<file path="src/rtl/tpm_pkg.sv">
// Shared types and constants for the trapezoid PWM motor profile unit.
// Holds the phase and sequencer codes, register indexes and divider interface.
// No dependencies; used by tpm_div and trapezoid_pwm_motor_profile_unit.
package tpm_pkg;

	// Field widths
	localparam int unsigned SAMPLE_W = 10;
	localparam int unsigned DUTY_W   = 8;
	localparam int unsigned PHASE_W  = 3;
	localparam int unsigned TIME_W   = 16;
	localparam int unsigned ELAP_W   = TIME_W + 1;
	localparam int unsigned CFG_IDX_W = 3;

	// Stream widths, padded to whole bytes
	localparam int unsigned S_DATA_W = 16;
	localparam int unsigned M_DATA_W = 24;

	// Divider widths: dividend holds elapsed*peak or sample*255
	localparam int unsigned DIVD_W = TIME_W + DUTY_W;
	localparam int unsigned DIVS_W = TIME_W;
	localparam int unsigned DCNT_W = $clog2(DIVD_W);

	// Knob full scale
	localparam logic [DIVS_W-1:0] KNOB_FULL = DIVS_W'(1023);

	// Register reset values
	localparam logic [TIME_W-1:0] PRE_DELAY_RST  = TIME_W'(300);
	localparam logic [TIME_W-1:0] RAMP_UP_RST    = TIME_W'(1000);
	localparam logic [TIME_W-1:0] HOLD_RST       = TIME_W'(2500);
	localparam logic [TIME_W-1:0] RAMP_DOWN_RST  = TIME_W'(1000);
	localparam logic [TIME_W-1:0] POST_DELAY_RST = TIME_W'(1000);

	// Register indexes
	localparam logic [CFG_IDX_W-1:0] REG_PRE_DELAY  = 3'd0;
	localparam logic [CFG_IDX_W-1:0] REG_RAMP_UP    = 3'd1;
	localparam logic [CFG_IDX_W-1:0] REG_HOLD       = 3'd2;
	localparam logic [CFG_IDX_W-1:0] REG_RAMP_DOWN  = 3'd3;
	localparam logic [CFG_IDX_W-1:0] REG_POST_DELAY = 3'd4;
	localparam logic [CFG_IDX_W-1:0] REG_REVERSE    = 3'd5;

	// Profile phases
	typedef enum logic [PHASE_W-1:0] {
		PH_PRE  = 3'd0,
		PH_UP   = 3'd1,
		PH_HOLD = 3'd2,
		PH_DOWN = 3'd3,
		PH_POST = 3'd4
	} phase_t;

	// Sequencer states
	typedef enum logic [2:0] {
		ST_IDLE,
		ST_SETTLE,
		ST_PEAK,
		ST_DUTY,
		ST_RDIV,
		ST_OUT
	} seq_state_t;

	// Divider request and response
	typedef struct packed {
		logic              start;
		logic [DIVD_W-1:0] dividend;
		logic [DIVS_W-1:0] divisor;
	} div_req_t;

	typedef struct packed {
		logic              busy;
		logic              done;
		logic [DIVD_W-1:0] quotient;
	} div_rsp_t;

endpackage

</file>
<file path="src/rtl/tpm_div.sv">
// Shared restoring divider for the trapezoid PWM motor profile unit.
// One quotient bit per cycle; depends on tpm_pkg for widths and the req/rsp structs.
module tpm_div (
	input  logic              clk,
	input  logic              arst_n,
	input  tpm_pkg::div_req_t req,
	output tpm_pkg::div_rsp_t rsp
);

	logic                        busy_q;
	logic                        done_q;
	logic [tpm_pkg::DCNT_W-1:0]  count_q;
	logic [tpm_pkg::DIVS_W-1:0]  rem_q;
	logic [tpm_pkg::DIVD_W-1:0]  quo_q;
	logic [tpm_pkg::DIVS_W-1:0]  divisor_q;

	logic [tpm_pkg::DIVS_W:0]    trial;
	logic [tpm_pkg::DIVS_W:0]    diff;
	logic                        fits;

	// Trial subtract of the shifted remainder
	always_comb begin
		trial = {rem_q, quo_q[tpm_pkg::DIVD_W-1]};
		diff  = trial - {1'b0, divisor_q};
		fits  = (trial >= {1'b0, divisor_q});
	end

	// Control: start, count the steps, flag the end
	always_ff @(posedge clk or negedge arst_n) begin
		if (!arst_n) begin
			busy_q  <= 1'b0;
			done_q  <= 1'b0;
			count_q <= '0;
		end else begin
			done_q <= 1'b0;
			if (req.start) begin
				busy_q  <= 1'b1;
				count_q <= '0;
			end else if (busy_q) begin
				if (count_q == tpm_pkg::DCNT_W'(tpm_pkg::DIVD_W - 1)) begin
					busy_q <= 1'b0;
					done_q <= 1'b1;
				end
				count_q <= count_q + 1'b1;
			end
		end
	end

	// Datapath: load operands, then shift in one quotient bit a cycle
	always_ff @(posedge clk) begin
		if (req.start) begin
			rem_q     <= '0;
			quo_q     <= req.dividend;
			divisor_q <= req.divisor;
		end else if (busy_q) begin
			rem_q <= fits ? diff[tpm_pkg::DIVS_W-1:0] : trial[tpm_pkg::DIVS_W-1:0];
			quo_q <= {quo_q[tpm_pkg::DIVD_W-2:0], fits};
		end
	end

	assign rsp.busy     = busy_q;
	assign rsp.done     = done_q;
	assign rsp.quotient = quo_q;

endmodule

</file>
<file path="src/rtl/trapezoid_pwm_motor_profile_unit.sv">
// Trapezoidal velocity profile generator: one PWM duty beat per millisecond tick beat.
// Top level: registers, sequencer, output register. Depends on tpm_pkg and tpm_div.
//
// Each input beat is one tick carrying a knob sample; each one gives exactly one output
// beat with left/right duty and the current phase. The unit takes one tick at a time:
// after a beat is accepted s_tready stays low until its result is in the output
// register. A tick passes through the accept, phase settling (one phase step a
// cycle, at most three steps), the duty state and the load state, plus a run of the
// shared 24-step divider for each division it needs: one for the peak when a ramp or
// the hold is entered and one for the ramp term in a ramp phase. The load also waits
// on a held-off master side. The next tick is accepted while a result still waits
// on the master side, as long as the output register can take it when ready.
module trapezoid_pwm_motor_profile_unit (
	input  logic                            clk,
	input  logic                            arst_n,
	// Configuration writes
	input  logic                            cfg_valid,
	output logic                            cfg_ready,
	input  logic [tpm_pkg::CFG_IDX_W-1:0]   cfg_index,
	input  logic [tpm_pkg::TIME_W-1:0]      cfg_data,
	// Tick input
	input  logic                            s_tvalid,
	output logic                            s_tready,
	input  logic [tpm_pkg::S_DATA_W-1:0]    s_tdata,   // [9:0] knob_sample
	// Duty output
	output logic                            m_tvalid,
	input  logic                            m_tready,
	output logic [tpm_pkg::M_DATA_W-1:0]    m_tdata    // [7:0] left_pwm, [15:8] right_pwm,
	                                                   // [18:16] phase_now
);

	// Configuration registers
	logic [tpm_pkg::TIME_W-1:0] pre_delay_q;
	logic [tpm_pkg::TIME_W-1:0] ramp_up_q;
	logic [tpm_pkg::TIME_W-1:0] hold_q;
	logic [tpm_pkg::TIME_W-1:0] ramp_down_q;
	logic [tpm_pkg::TIME_W-1:0] post_delay_q;
	logic                       reverse_q;

	// Profile state
	tpm_pkg::seq_state_t          state_q, state_d;
	tpm_pkg::phase_t              phase_q, phase_next;
	logic [tpm_pkg::ELAP_W-1:0]   elapsed_q;
	logic [tpm_pkg::DUTY_W-1:0]   peak_q;
	logic [tpm_pkg::SAMPLE_W-1:0] sample_q;
	logic                         peak_pend_q;
	logic [tpm_pkg::DUTY_W-1:0]   duty_q;

	// Output register
	logic                         m_tvalid_q;
	logic [tpm_pkg::M_DATA_W-1:0] m_tdata_q;

	// Divider link
	tpm_pkg::div_req_t div_req;
	tpm_pkg::div_rsp_t div_rsp;

	// Combinational helpers
	logic [tpm_pkg::ELAP_W-1:0]  phase_len;
	logic                        settled;
	logic                        is_ramp;
	logic [tpm_pkg::TIME_W-1:0]  ramp_len;
	logic [tpm_pkg::DIVD_W-1:0]  knob_scaled;
	logic [tpm_pkg::DIVD_W-1:0]  ramp_prod;
	logic [tpm_pkg::DUTY_W-1:0]  ramp_term;
	logic [tpm_pkg::DUTY_W-1:0]  direct_duty;
	logic [tpm_pkg::DUTY_W-1:0]  ramp_duty;
	logic                        accept;
	logic                        out_free;

	tpm_div u_div (
		.clk    (clk),
		.arst_n (arst_n),
		.req    (div_req),
		.rsp    (div_rsp)
	);

	assign cfg_ready = 1'b1;
	assign accept    = s_tvalid && s_tready;
	assign out_free  = !m_tvalid_q || m_tready;

	// Length of the current phase; ramps last one tick more than their register
	always_comb begin
		unique case (phase_q)
			tpm_pkg::PH_PRE:  phase_len = {1'b0, pre_delay_q};
			tpm_pkg::PH_UP:   phase_len = {1'b0, ramp_up_q} + 1'b1;
			tpm_pkg::PH_HOLD: phase_len = {1'b0, hold_q};
			tpm_pkg::PH_DOWN: phase_len = {1'b0, ramp_down_q} + 1'b1;
			default:          phase_len = {1'b0, post_delay_q};
		endcase
		settled = (elapsed_q < phase_len);
	end

	// Following phase in the cycle
	always_comb begin
		unique case (phase_q)
			tpm_pkg::PH_PRE:  phase_next = tpm_pkg::PH_UP;
			tpm_pkg::PH_UP:   phase_next = tpm_pkg::PH_HOLD;
			tpm_pkg::PH_HOLD: phase_next = tpm_pkg::PH_DOWN;
			tpm_pkg::PH_DOWN: phase_next = tpm_pkg::PH_POST;
			default:          phase_next = tpm_pkg::PH_PRE;
		endcase
	end

	// Duty arithmetic around the divider
	always_comb begin
		is_ramp     = (phase_q == tpm_pkg::PH_UP) || (phase_q == tpm_pkg::PH_DOWN);
		ramp_len    = (phase_q == tpm_pkg::PH_UP) ? ramp_up_q : ramp_down_q;
		// sample * 255 as (sample << 8) - sample
		knob_scaled = ({{(tpm_pkg::DIVD_W-tpm_pkg::SAMPLE_W){1'b0}}, sample_q}
		               << tpm_pkg::DUTY_W)
		            - {{(tpm_pkg::DIVD_W-tpm_pkg::SAMPLE_W){1'b0}}, sample_q};
		ramp_prod   = elapsed_q[tpm_pkg::TIME_W-1:0] * peak_q;
		// clamp the ramp term at the peak
		if (div_rsp.quotient > {{(tpm_pkg::DIVD_W-tpm_pkg::DUTY_W){1'b0}}, peak_q})
			ramp_term = peak_q;
		else
			ramp_term = div_rsp.quotient[tpm_pkg::DUTY_W-1:0];
		ramp_duty = (phase_q == tpm_pkg::PH_UP) ? ramp_term : peak_q - ramp_term;
		// duty that needs no division: delays, hold, zero-length ramps
		case (phase_q)
			tpm_pkg::PH_UP:   direct_duty = peak_q;
			tpm_pkg::PH_HOLD: direct_duty = peak_q;
			default:          direct_duty = '0;
		endcase
	end

	// Next state
	always_comb begin
		state_d = state_q;
		unique case (state_q)
			tpm_pkg::ST_IDLE:   if (accept) state_d = tpm_pkg::ST_SETTLE;
			tpm_pkg::ST_SETTLE: if (settled)
				state_d = peak_pend_q ? tpm_pkg::ST_PEAK : tpm_pkg::ST_DUTY;
			tpm_pkg::ST_PEAK:   if (div_rsp.done) state_d = tpm_pkg::ST_DUTY;
			tpm_pkg::ST_DUTY:
				state_d = (is_ramp && ramp_len != '0) ? tpm_pkg::ST_RDIV : tpm_pkg::ST_OUT;
			tpm_pkg::ST_RDIV:   if (div_rsp.done) state_d = tpm_pkg::ST_OUT;
			tpm_pkg::ST_OUT:    if (out_free) state_d = tpm_pkg::ST_IDLE;
			default:            state_d = tpm_pkg::ST_IDLE;
		endcase
	end

	// Sequencer outputs: handshake and divider requests
	always_comb begin
		s_tready         = (state_q == tpm_pkg::ST_IDLE);
		div_req.start    = 1'b0;
		div_req.dividend = ramp_prod;
		div_req.divisor  = ramp_len;
		unique case (state_q)
			tpm_pkg::ST_SETTLE: begin
				if (settled && peak_pend_q) begin
					div_req.start    = 1'b1;
					div_req.dividend = knob_scaled;
					div_req.divisor  = tpm_pkg::KNOB_FULL;
				end
			end
			tpm_pkg::ST_DUTY: begin
				div_req.start = is_ramp && (ramp_len != '0);
			end
			default: begin
				div_req.start = 1'b0;
			end
		endcase
	end

	// Configuration registers
	always_ff @(posedge clk or negedge arst_n) begin
		if (!arst_n) begin
			pre_delay_q  <= tpm_pkg::PRE_DELAY_RST;
			ramp_up_q    <= tpm_pkg::RAMP_UP_RST;
			hold_q       <= tpm_pkg::HOLD_RST;
			ramp_down_q  <= tpm_pkg::RAMP_DOWN_RST;
			post_delay_q <= tpm_pkg::POST_DELAY_RST;
			reverse_q    <= 1'b0;
		end else if (cfg_valid && cfg_ready) begin
			unique case (cfg_index)
				tpm_pkg::REG_PRE_DELAY:  pre_delay_q  <= cfg_data;
				tpm_pkg::REG_RAMP_UP:    ramp_up_q    <= cfg_data;
				tpm_pkg::REG_HOLD:       hold_q       <= cfg_data;
				tpm_pkg::REG_RAMP_DOWN:  ramp_down_q  <= cfg_data;
				tpm_pkg::REG_POST_DELAY: post_delay_q <= cfg_data;
				tpm_pkg::REG_REVERSE:    reverse_q    <= cfg_data[0];
				default: begin
					// drop writes beyond the register list
				end
			endcase
		end
	end

	// Sequencer and profile state
	always_ff @(posedge clk or negedge arst_n) begin
		if (!arst_n) begin
			state_q     <= tpm_pkg::ST_IDLE;
			phase_q     <= tpm_pkg::PH_PRE;
			elapsed_q   <= '0;
			peak_q      <= '0;
			peak_pend_q <= 1'b0;
		end else begin
			state_q <= state_d;
			unique case (state_q)
				tpm_pkg::ST_IDLE: begin
					peak_pend_q <= 1'b0;
				end
				tpm_pkg::ST_SETTLE: begin
					// advance one phase per cycle until the elapsed count fits
					if (!settled) begin
						phase_q   <= phase_next;
						elapsed_q <= '0;
						if (phase_next == tpm_pkg::PH_UP || phase_next == tpm_pkg::PH_HOLD ||
						    phase_next == tpm_pkg::PH_DOWN)
							peak_pend_q <= 1'b1;
					end
				end
				tpm_pkg::ST_PEAK: begin
					if (div_rsp.done)
						peak_q <= div_rsp.quotient[tpm_pkg::DUTY_W-1:0];
				end
				tpm_pkg::ST_OUT: begin
					if (out_free)
						elapsed_q <= elapsed_q + 1'b1;
				end
				default: begin
					peak_pend_q <= peak_pend_q;
				end
			endcase
		end
	end

	// Capture the sample and the duty
	always_ff @(posedge clk) begin
		if (accept)
			sample_q <= s_tdata[tpm_pkg::SAMPLE_W-1:0];
		if (state_q == tpm_pkg::ST_DUTY)
			duty_q <= direct_duty;
		else if (state_q == tpm_pkg::ST_RDIV && div_rsp.done)
			duty_q <= ramp_duty;
	end

	// Output register
	always_ff @(posedge clk or negedge arst_n) begin
		if (!arst_n) begin
			m_tvalid_q <= 1'b0;
		end else if (state_q == tpm_pkg::ST_OUT && out_free) begin
			m_tvalid_q <= 1'b1;
		end else if (m_tready) begin
			m_tvalid_q <= 1'b0;
		end
	end

	always_ff @(posedge clk) begin
		if (state_q == tpm_pkg::ST_OUT && out_free) begin
			m_tdata_q <= {{(tpm_pkg::M_DATA_W-2*tpm_pkg::DUTY_W-tpm_pkg::PHASE_W){1'b0}},
			              phase_q,
			              reverse_q ? duty_q : {tpm_pkg::DUTY_W{1'b0}},
			              reverse_q ? {tpm_pkg::DUTY_W{1'b0}} : duty_q};
		end
	end

	assign m_tvalid = m_tvalid_q;
	assign m_tdata  = m_tdata_q;

	// One tick at a time: no new beat right after an accept
	a_one_tick: assert property (@(posedge clk) disable iff (!arst_n)
		accept |=> !s_tready)
		else $error("input beat accepted while a tick is in progress");

	// The divider is never restarted mid-run
	a_div_free: assert property (@(posedge clk) disable iff (!arst_n)
		div_req.start |-> !div_rsp.busy)
		else $error("divider started while busy");

	// Delay phases drive no duty
	a_delay_zero: assert property (@(posedge clk) disable iff (!arst_n)
		m_tvalid && (m_tdata[18:16] == tpm_pkg::PH_PRE || m_tdata[18:16] == tpm_pkg::PH_POST)
		|-> m_tdata[15:0] == '0)
		else $error("non-zero duty in a delay phase");

	// At most one output drives at any time
	a_one_side: assert property (@(posedge clk) disable iff (!arst_n)
		m_tvalid |-> (m_tdata[7:0] == '0 || m_tdata[15:8] == '0))
		else $error("both bridge outputs driven");

	// A result appears only from the load state
	a_load_src: assert property (@(posedge clk) disable iff (!arst_n)
		$rose(m_tvalid_q) |-> $past(state_q == tpm_pkg::ST_OUT))
		else $error("output loaded outside the load state");

endmodule

</file>
<file path="config.mk">
export PLATFORM = sky130hd
export DESIGN_NAME = trapezoid_pwm_motor_profile_unit
export DESIGN_NICKNAME = d
export VERILOG_FILES = /design/src/rtl/tpm_pkg.sv /design/src/rtl/tpm_div.sv /design/src/rtl/trapezoid_pwm_motor_profile_unit.sv
export SDC_FILE = /design/constraint.sdc
export NUM_CORES = 1
export LEC_CHECK = 0
export ABC_CLOCK_PERIOD_IN_PS = 4900
export BUFFER_PORTS_ARGS = -buffer_cell sky130_fd_sc_hd__buf_2
export CORE_ASPECT_RATIO = 1.5
export CORE_MARGIN = 3
export CORE_UTILIZATION = 30
export CTS_CLUSTER_SIZE = 12
export DETAILED_ROUTE_END_ITERATION = 8
export HOLD_SLACK_MARGIN = 0.06
export PLACE_DENSITY = 0.48
export SLEW_MARGIN = 20
export SYNTH_ARGS = -nofsm -noshare
export SYNTH_HDL_FRONTEND = slang
export SYNTH_SLANG_ARGS = --single-unit
export TNS_END_PERCENT = 10
</file>
<file path="constraint.sdc">
create_clock -name clk -period 4.9 [get_ports clk]
set_input_delay 0.245 -clock clk [delete_from_list [all_inputs] [get_ports clk]]
set_output_delay 0.245 -clock clk [all_outputs]
set_load 0.005 [all_outputs]
</file>
==> impl_metrics.toml <==
[critical_path]
critPathCaptureType = "flip-flop"
critPathTopFamily = "adder cells"
cp_cell_sequence = "buf_6 > and2_4 > fa_1 > fa_1 > fa_1 > inv_2 > fa_1 > inv_2 > ha_4 > a21o_1 > or3_1 > o211ai_1 > buf_4 > a21o_1 > a21oi_2 > or3_1 > a31o_2"
critPathMaxFanout = 4
crit_top_cell = "fa_1"
critical_path_buf_inv_count = 4
arrival_ns = 5.17
critPathMaxStageDelay_ns = 0.53
critical_path_class = "reg -> reg"
cp_slowest_cell = "fa_1"
required_ns = 5.18
start_kind = "flip-flop"

[synth]
ys_types = 81
synth_seq_cells = 214
synthesis.area_mm2 = 0.0165
synth_edf_count = 77
syn_inst = 1716
synthFlopType = "dfrtp_1"
synthArstFlopShare_pct = 56.5
seq_area_frac_synth_pct = 34.5
syn_area_per_cell_um2 = 9.62
yosysWarnings = 0

[route]
drt_wl_total_um = 47600
via_per_inst = 5.07
ant_nets = 0
drt_first_pass_iters = 4
drc = 0
vias = 13000
wl_per_cell_um = 18.6
drt-initial-drc-count = 604

[global_routing]
grt_usage_pct = 16.4
antenna_found_initial = 0
grt_pass1_vias = 13500
grt_pass1_wl_um = 75600
overflow = 0
grt_max_degree = 80

[die]
die_x_um = 198
fp-row-count = 104
coreArea_mm2 = 0.0540
die_y_um = 293
start_util_pct = 30.6
ios = 67
dieArea_mm2 = 0.0579

[placement]
gp_congestion = 0.887
port_buffers = 54
dpl.hpwl_um = 36700
dp.cells = 2471
preCtsSetupSlack_ns = -0.201

[timing]
slew-limit-headroom_pct = 26.5
fin_ws_ns = 0.0121
holdWs_ns = 0.213
slew_viol_final = 0
tns_ns = 0
hold_violations = 0
fin_skew_ns = 0.0354
clock.fmax_ghz = 0.205
finalCritPeriodShare_pct = 99.8
setup_viol = 0
tightest_slew_ns = 1.09
grt_setup_unrepaired = "true"
finalCriticalPeriod_ns = 4.89

[layout]
nets = 2078
antennaDiodeCount = 0
syn_to_final_growth_pct = 18.9
layout-drive-gt1-share_pct = 21.5
stdcell_count = 2562

[status]
outcome = "complete, no violations"

[power_and_ir_drop]
vdd_drop_max_mv = 0.263
finalPower_uw = 4510
p_leak_uw = 0.00846
p_per_area_mw_per_mm2 = 230

[clock_tree]
clkLatencyLatePin_ns = 0.55
htree_levels = 1
cts.sinks = 214
cts_buffers = 24
cts_max_path_buffers = 3
cts.clk_slew.worst_paths_ns = 0.07
cts_tree = "built"
clockRootBuffer = "clkbuf_16"

[run]
max-cap-violations = 0

[worst_hold_path]
hold_class = "in -> reg"
## report_power, final
| group | total [uW] | switching, uW | internal, uW | leakage (uW) |
|---|---|---|---|---|
| Sequential | 2190 | 147 | 2050 | 0.00225 |
| Clock | 1790 | 767 | 1020 | 0.000386 |
| Combinational | 522 | 255 | 267 | 0.00582 |
| Total | 4510 | 1170 | 3340 | 0.00846 |
## timing repair
item | 4_1_cts | 5_1_grt
hold endpoints to repair | 123 | 0
resized for setup | 20 | 49
hold buffers | 27 | 0
pin swaps | 13 | 39
buffers inserted | 4 | 14
setup endpoints to repair | 11 | 40
## layer usage
metal  track usage [%]  up-vias  part of all wire (%)
li1                  -     6267                     -
met1              18.4     6438                    40
met2              31.5      208                    54
met3              1.66       86                   2.6
met4              6.48        0                   4.1
met5                 0        -                     0
## cell type report
cell class | instances | area [um2]
clock buffers | 37 | 729
repair buffers | 199 | 1560
multi-input cells | 1261 | 10100
flip-flops and latches | 214 | 5700
fillers | 5414 | 34400
inverters | 155 | 584
well taps | 689 | 862
clock inverters | 7 | 48.8
## cell usage in the layout (no fill, tap or decap), types with 9 or more instances in the layout
| cell type | instances |
|---|---|
| nand2_1 | 158 |
| inv_1 | 148 |
| and2_1 | 111 |
| buf_4 | 100 |
| mux2_2 | 92 |
| ha_1 | 90 |
| dfrtp_1 | 89 |
| o21ai_0 | 84 |
| nor2_1 | 82 |
| fa_1 | 80 |
| edfxtp_1 | 77 |
| a21oi_1 | 64 |
| buf_2 | 53 |
| mux2i_1 | 40 |
| nand3_1 | 39 |
| nor3_1 | 31 |
| xnor2_1 | 30 |
| nor2b_1 | 27 |
| dlygate4sd3_1 | 27 |
| dfstp_2 | 27 |
| clkbuf_16 | 24 |
| xor2_1 | 23 |
| a211oi_1 | 22 |
| a31oi_1 | 21 |
| nor4_1 | 20 |
| dfxtp_1 | 16 |
| nand4_1 | 15 |
| o211ai_1 | 15 |
| a21o_1 | 15 |
| buf_6 | 13 |
| and3_1 | 11 |
| nand2b_1 | 11 |
| o21a_1 | 9 |
| o21bai_1 | 9 |
| or3_1 | 9 |
## synth_stat cells, types with 16 or more instances
library cell	n	area [um2]
nand2_1	160	601
inv_1	152	571
and2_1	115	719
ha_1	97	1210
dfrtp_1	94	2350
mux2_2	92	1040
o21ai_0	91	455
fa_1	86	1720
nor2_1	85	319
edfxtp_1	77	2310
a21oi_1	69	345
clkbuf_1	64	240
mux2i_1	40	400
nand3_1	40	200
nor3_1	33	165
xnor2_1	30	263
dfstp_2	27	709
nor2b_1	27	169
a211oi_1	23	173
xor2_1	23	201
a31oi_1	22	138
nor4_1	20	125
dfxtp_1	16	320
## kinds of logic after synthesis
kind of cell | after synthesis | synth area share [%]
mux | 132 | 8.70
buf+inv | 245 | 5.89
other cells | 2 | 0.0455
compound gates | 331 | 13.1
flops | 214 | 34.5
xor+xnor | 53 | 2.81
fa+ha+maj | 183 | 17.8
simple gates | 556 | 17.2
## through the flow
| stage | instance area (um2) | util [%] |
|---|---|---|
| after floorplan | 16600 | - |
| after global placement | 18100 | 33.6 |
| after detailed placement | 18100 | 33.6 |
| after CTS | 19300 | 35.7 |
| after global routing | 19600 | 36.3 |
| final | 19600 | 36.3 |
## state kept, by name, summed over array words and instances, names as in the netlist, 10 cells and up
name and cells:
elapsed_q 17, hold_q 16, m_tdata 19, post_delay_q 16, pre_delay_q 16, ramp_down_q 16, ramp_up_q 16, sample_q 10
u_div.divisor_q 16, u_div.quo_q 24, u_div.rem_q 16
## worst paths after layout
path | start | endpoint | slack (ns) | cells after the start
hold reg to reg | u_div.quo_q[0] | peak_q[0] | 0.49 | 2
min in group asynchronous | arst_n | peak_q[1] | 0.24 | 2
setup reg to reg | peak_q[6] | u_div.quo_q[19] | 0.01 | 17
hold / removal | m_tready | m_tvalid | 0.21 | 3
max in group asynchronous | arst_n | hold_q[11] | 3.37 | 4
setup / recovery | peak_q[6] | u_div.quo_q[19] | 0.01 | 17
## worst reg2reg max path: stages, from the launching register on
cell	delay, ns
dfrtp_2	0.44
buf_6	0.13
and2_4	0.13
fa_1	0.52
fa_1	0.44
fa_1	0.53
inv_2	0.04
fa_1	0.51
inv_2	0.05
ha_4	0.23
a21o_1	0.15
or3_1	0.32
o211ai_1	0.19
buf_4	0.15
a21o_1	0.16
a21oi_2	0.08
or3_1	0.31
a31o_2	0.23
Note: power is estimated with default switching activity, not from simulation.
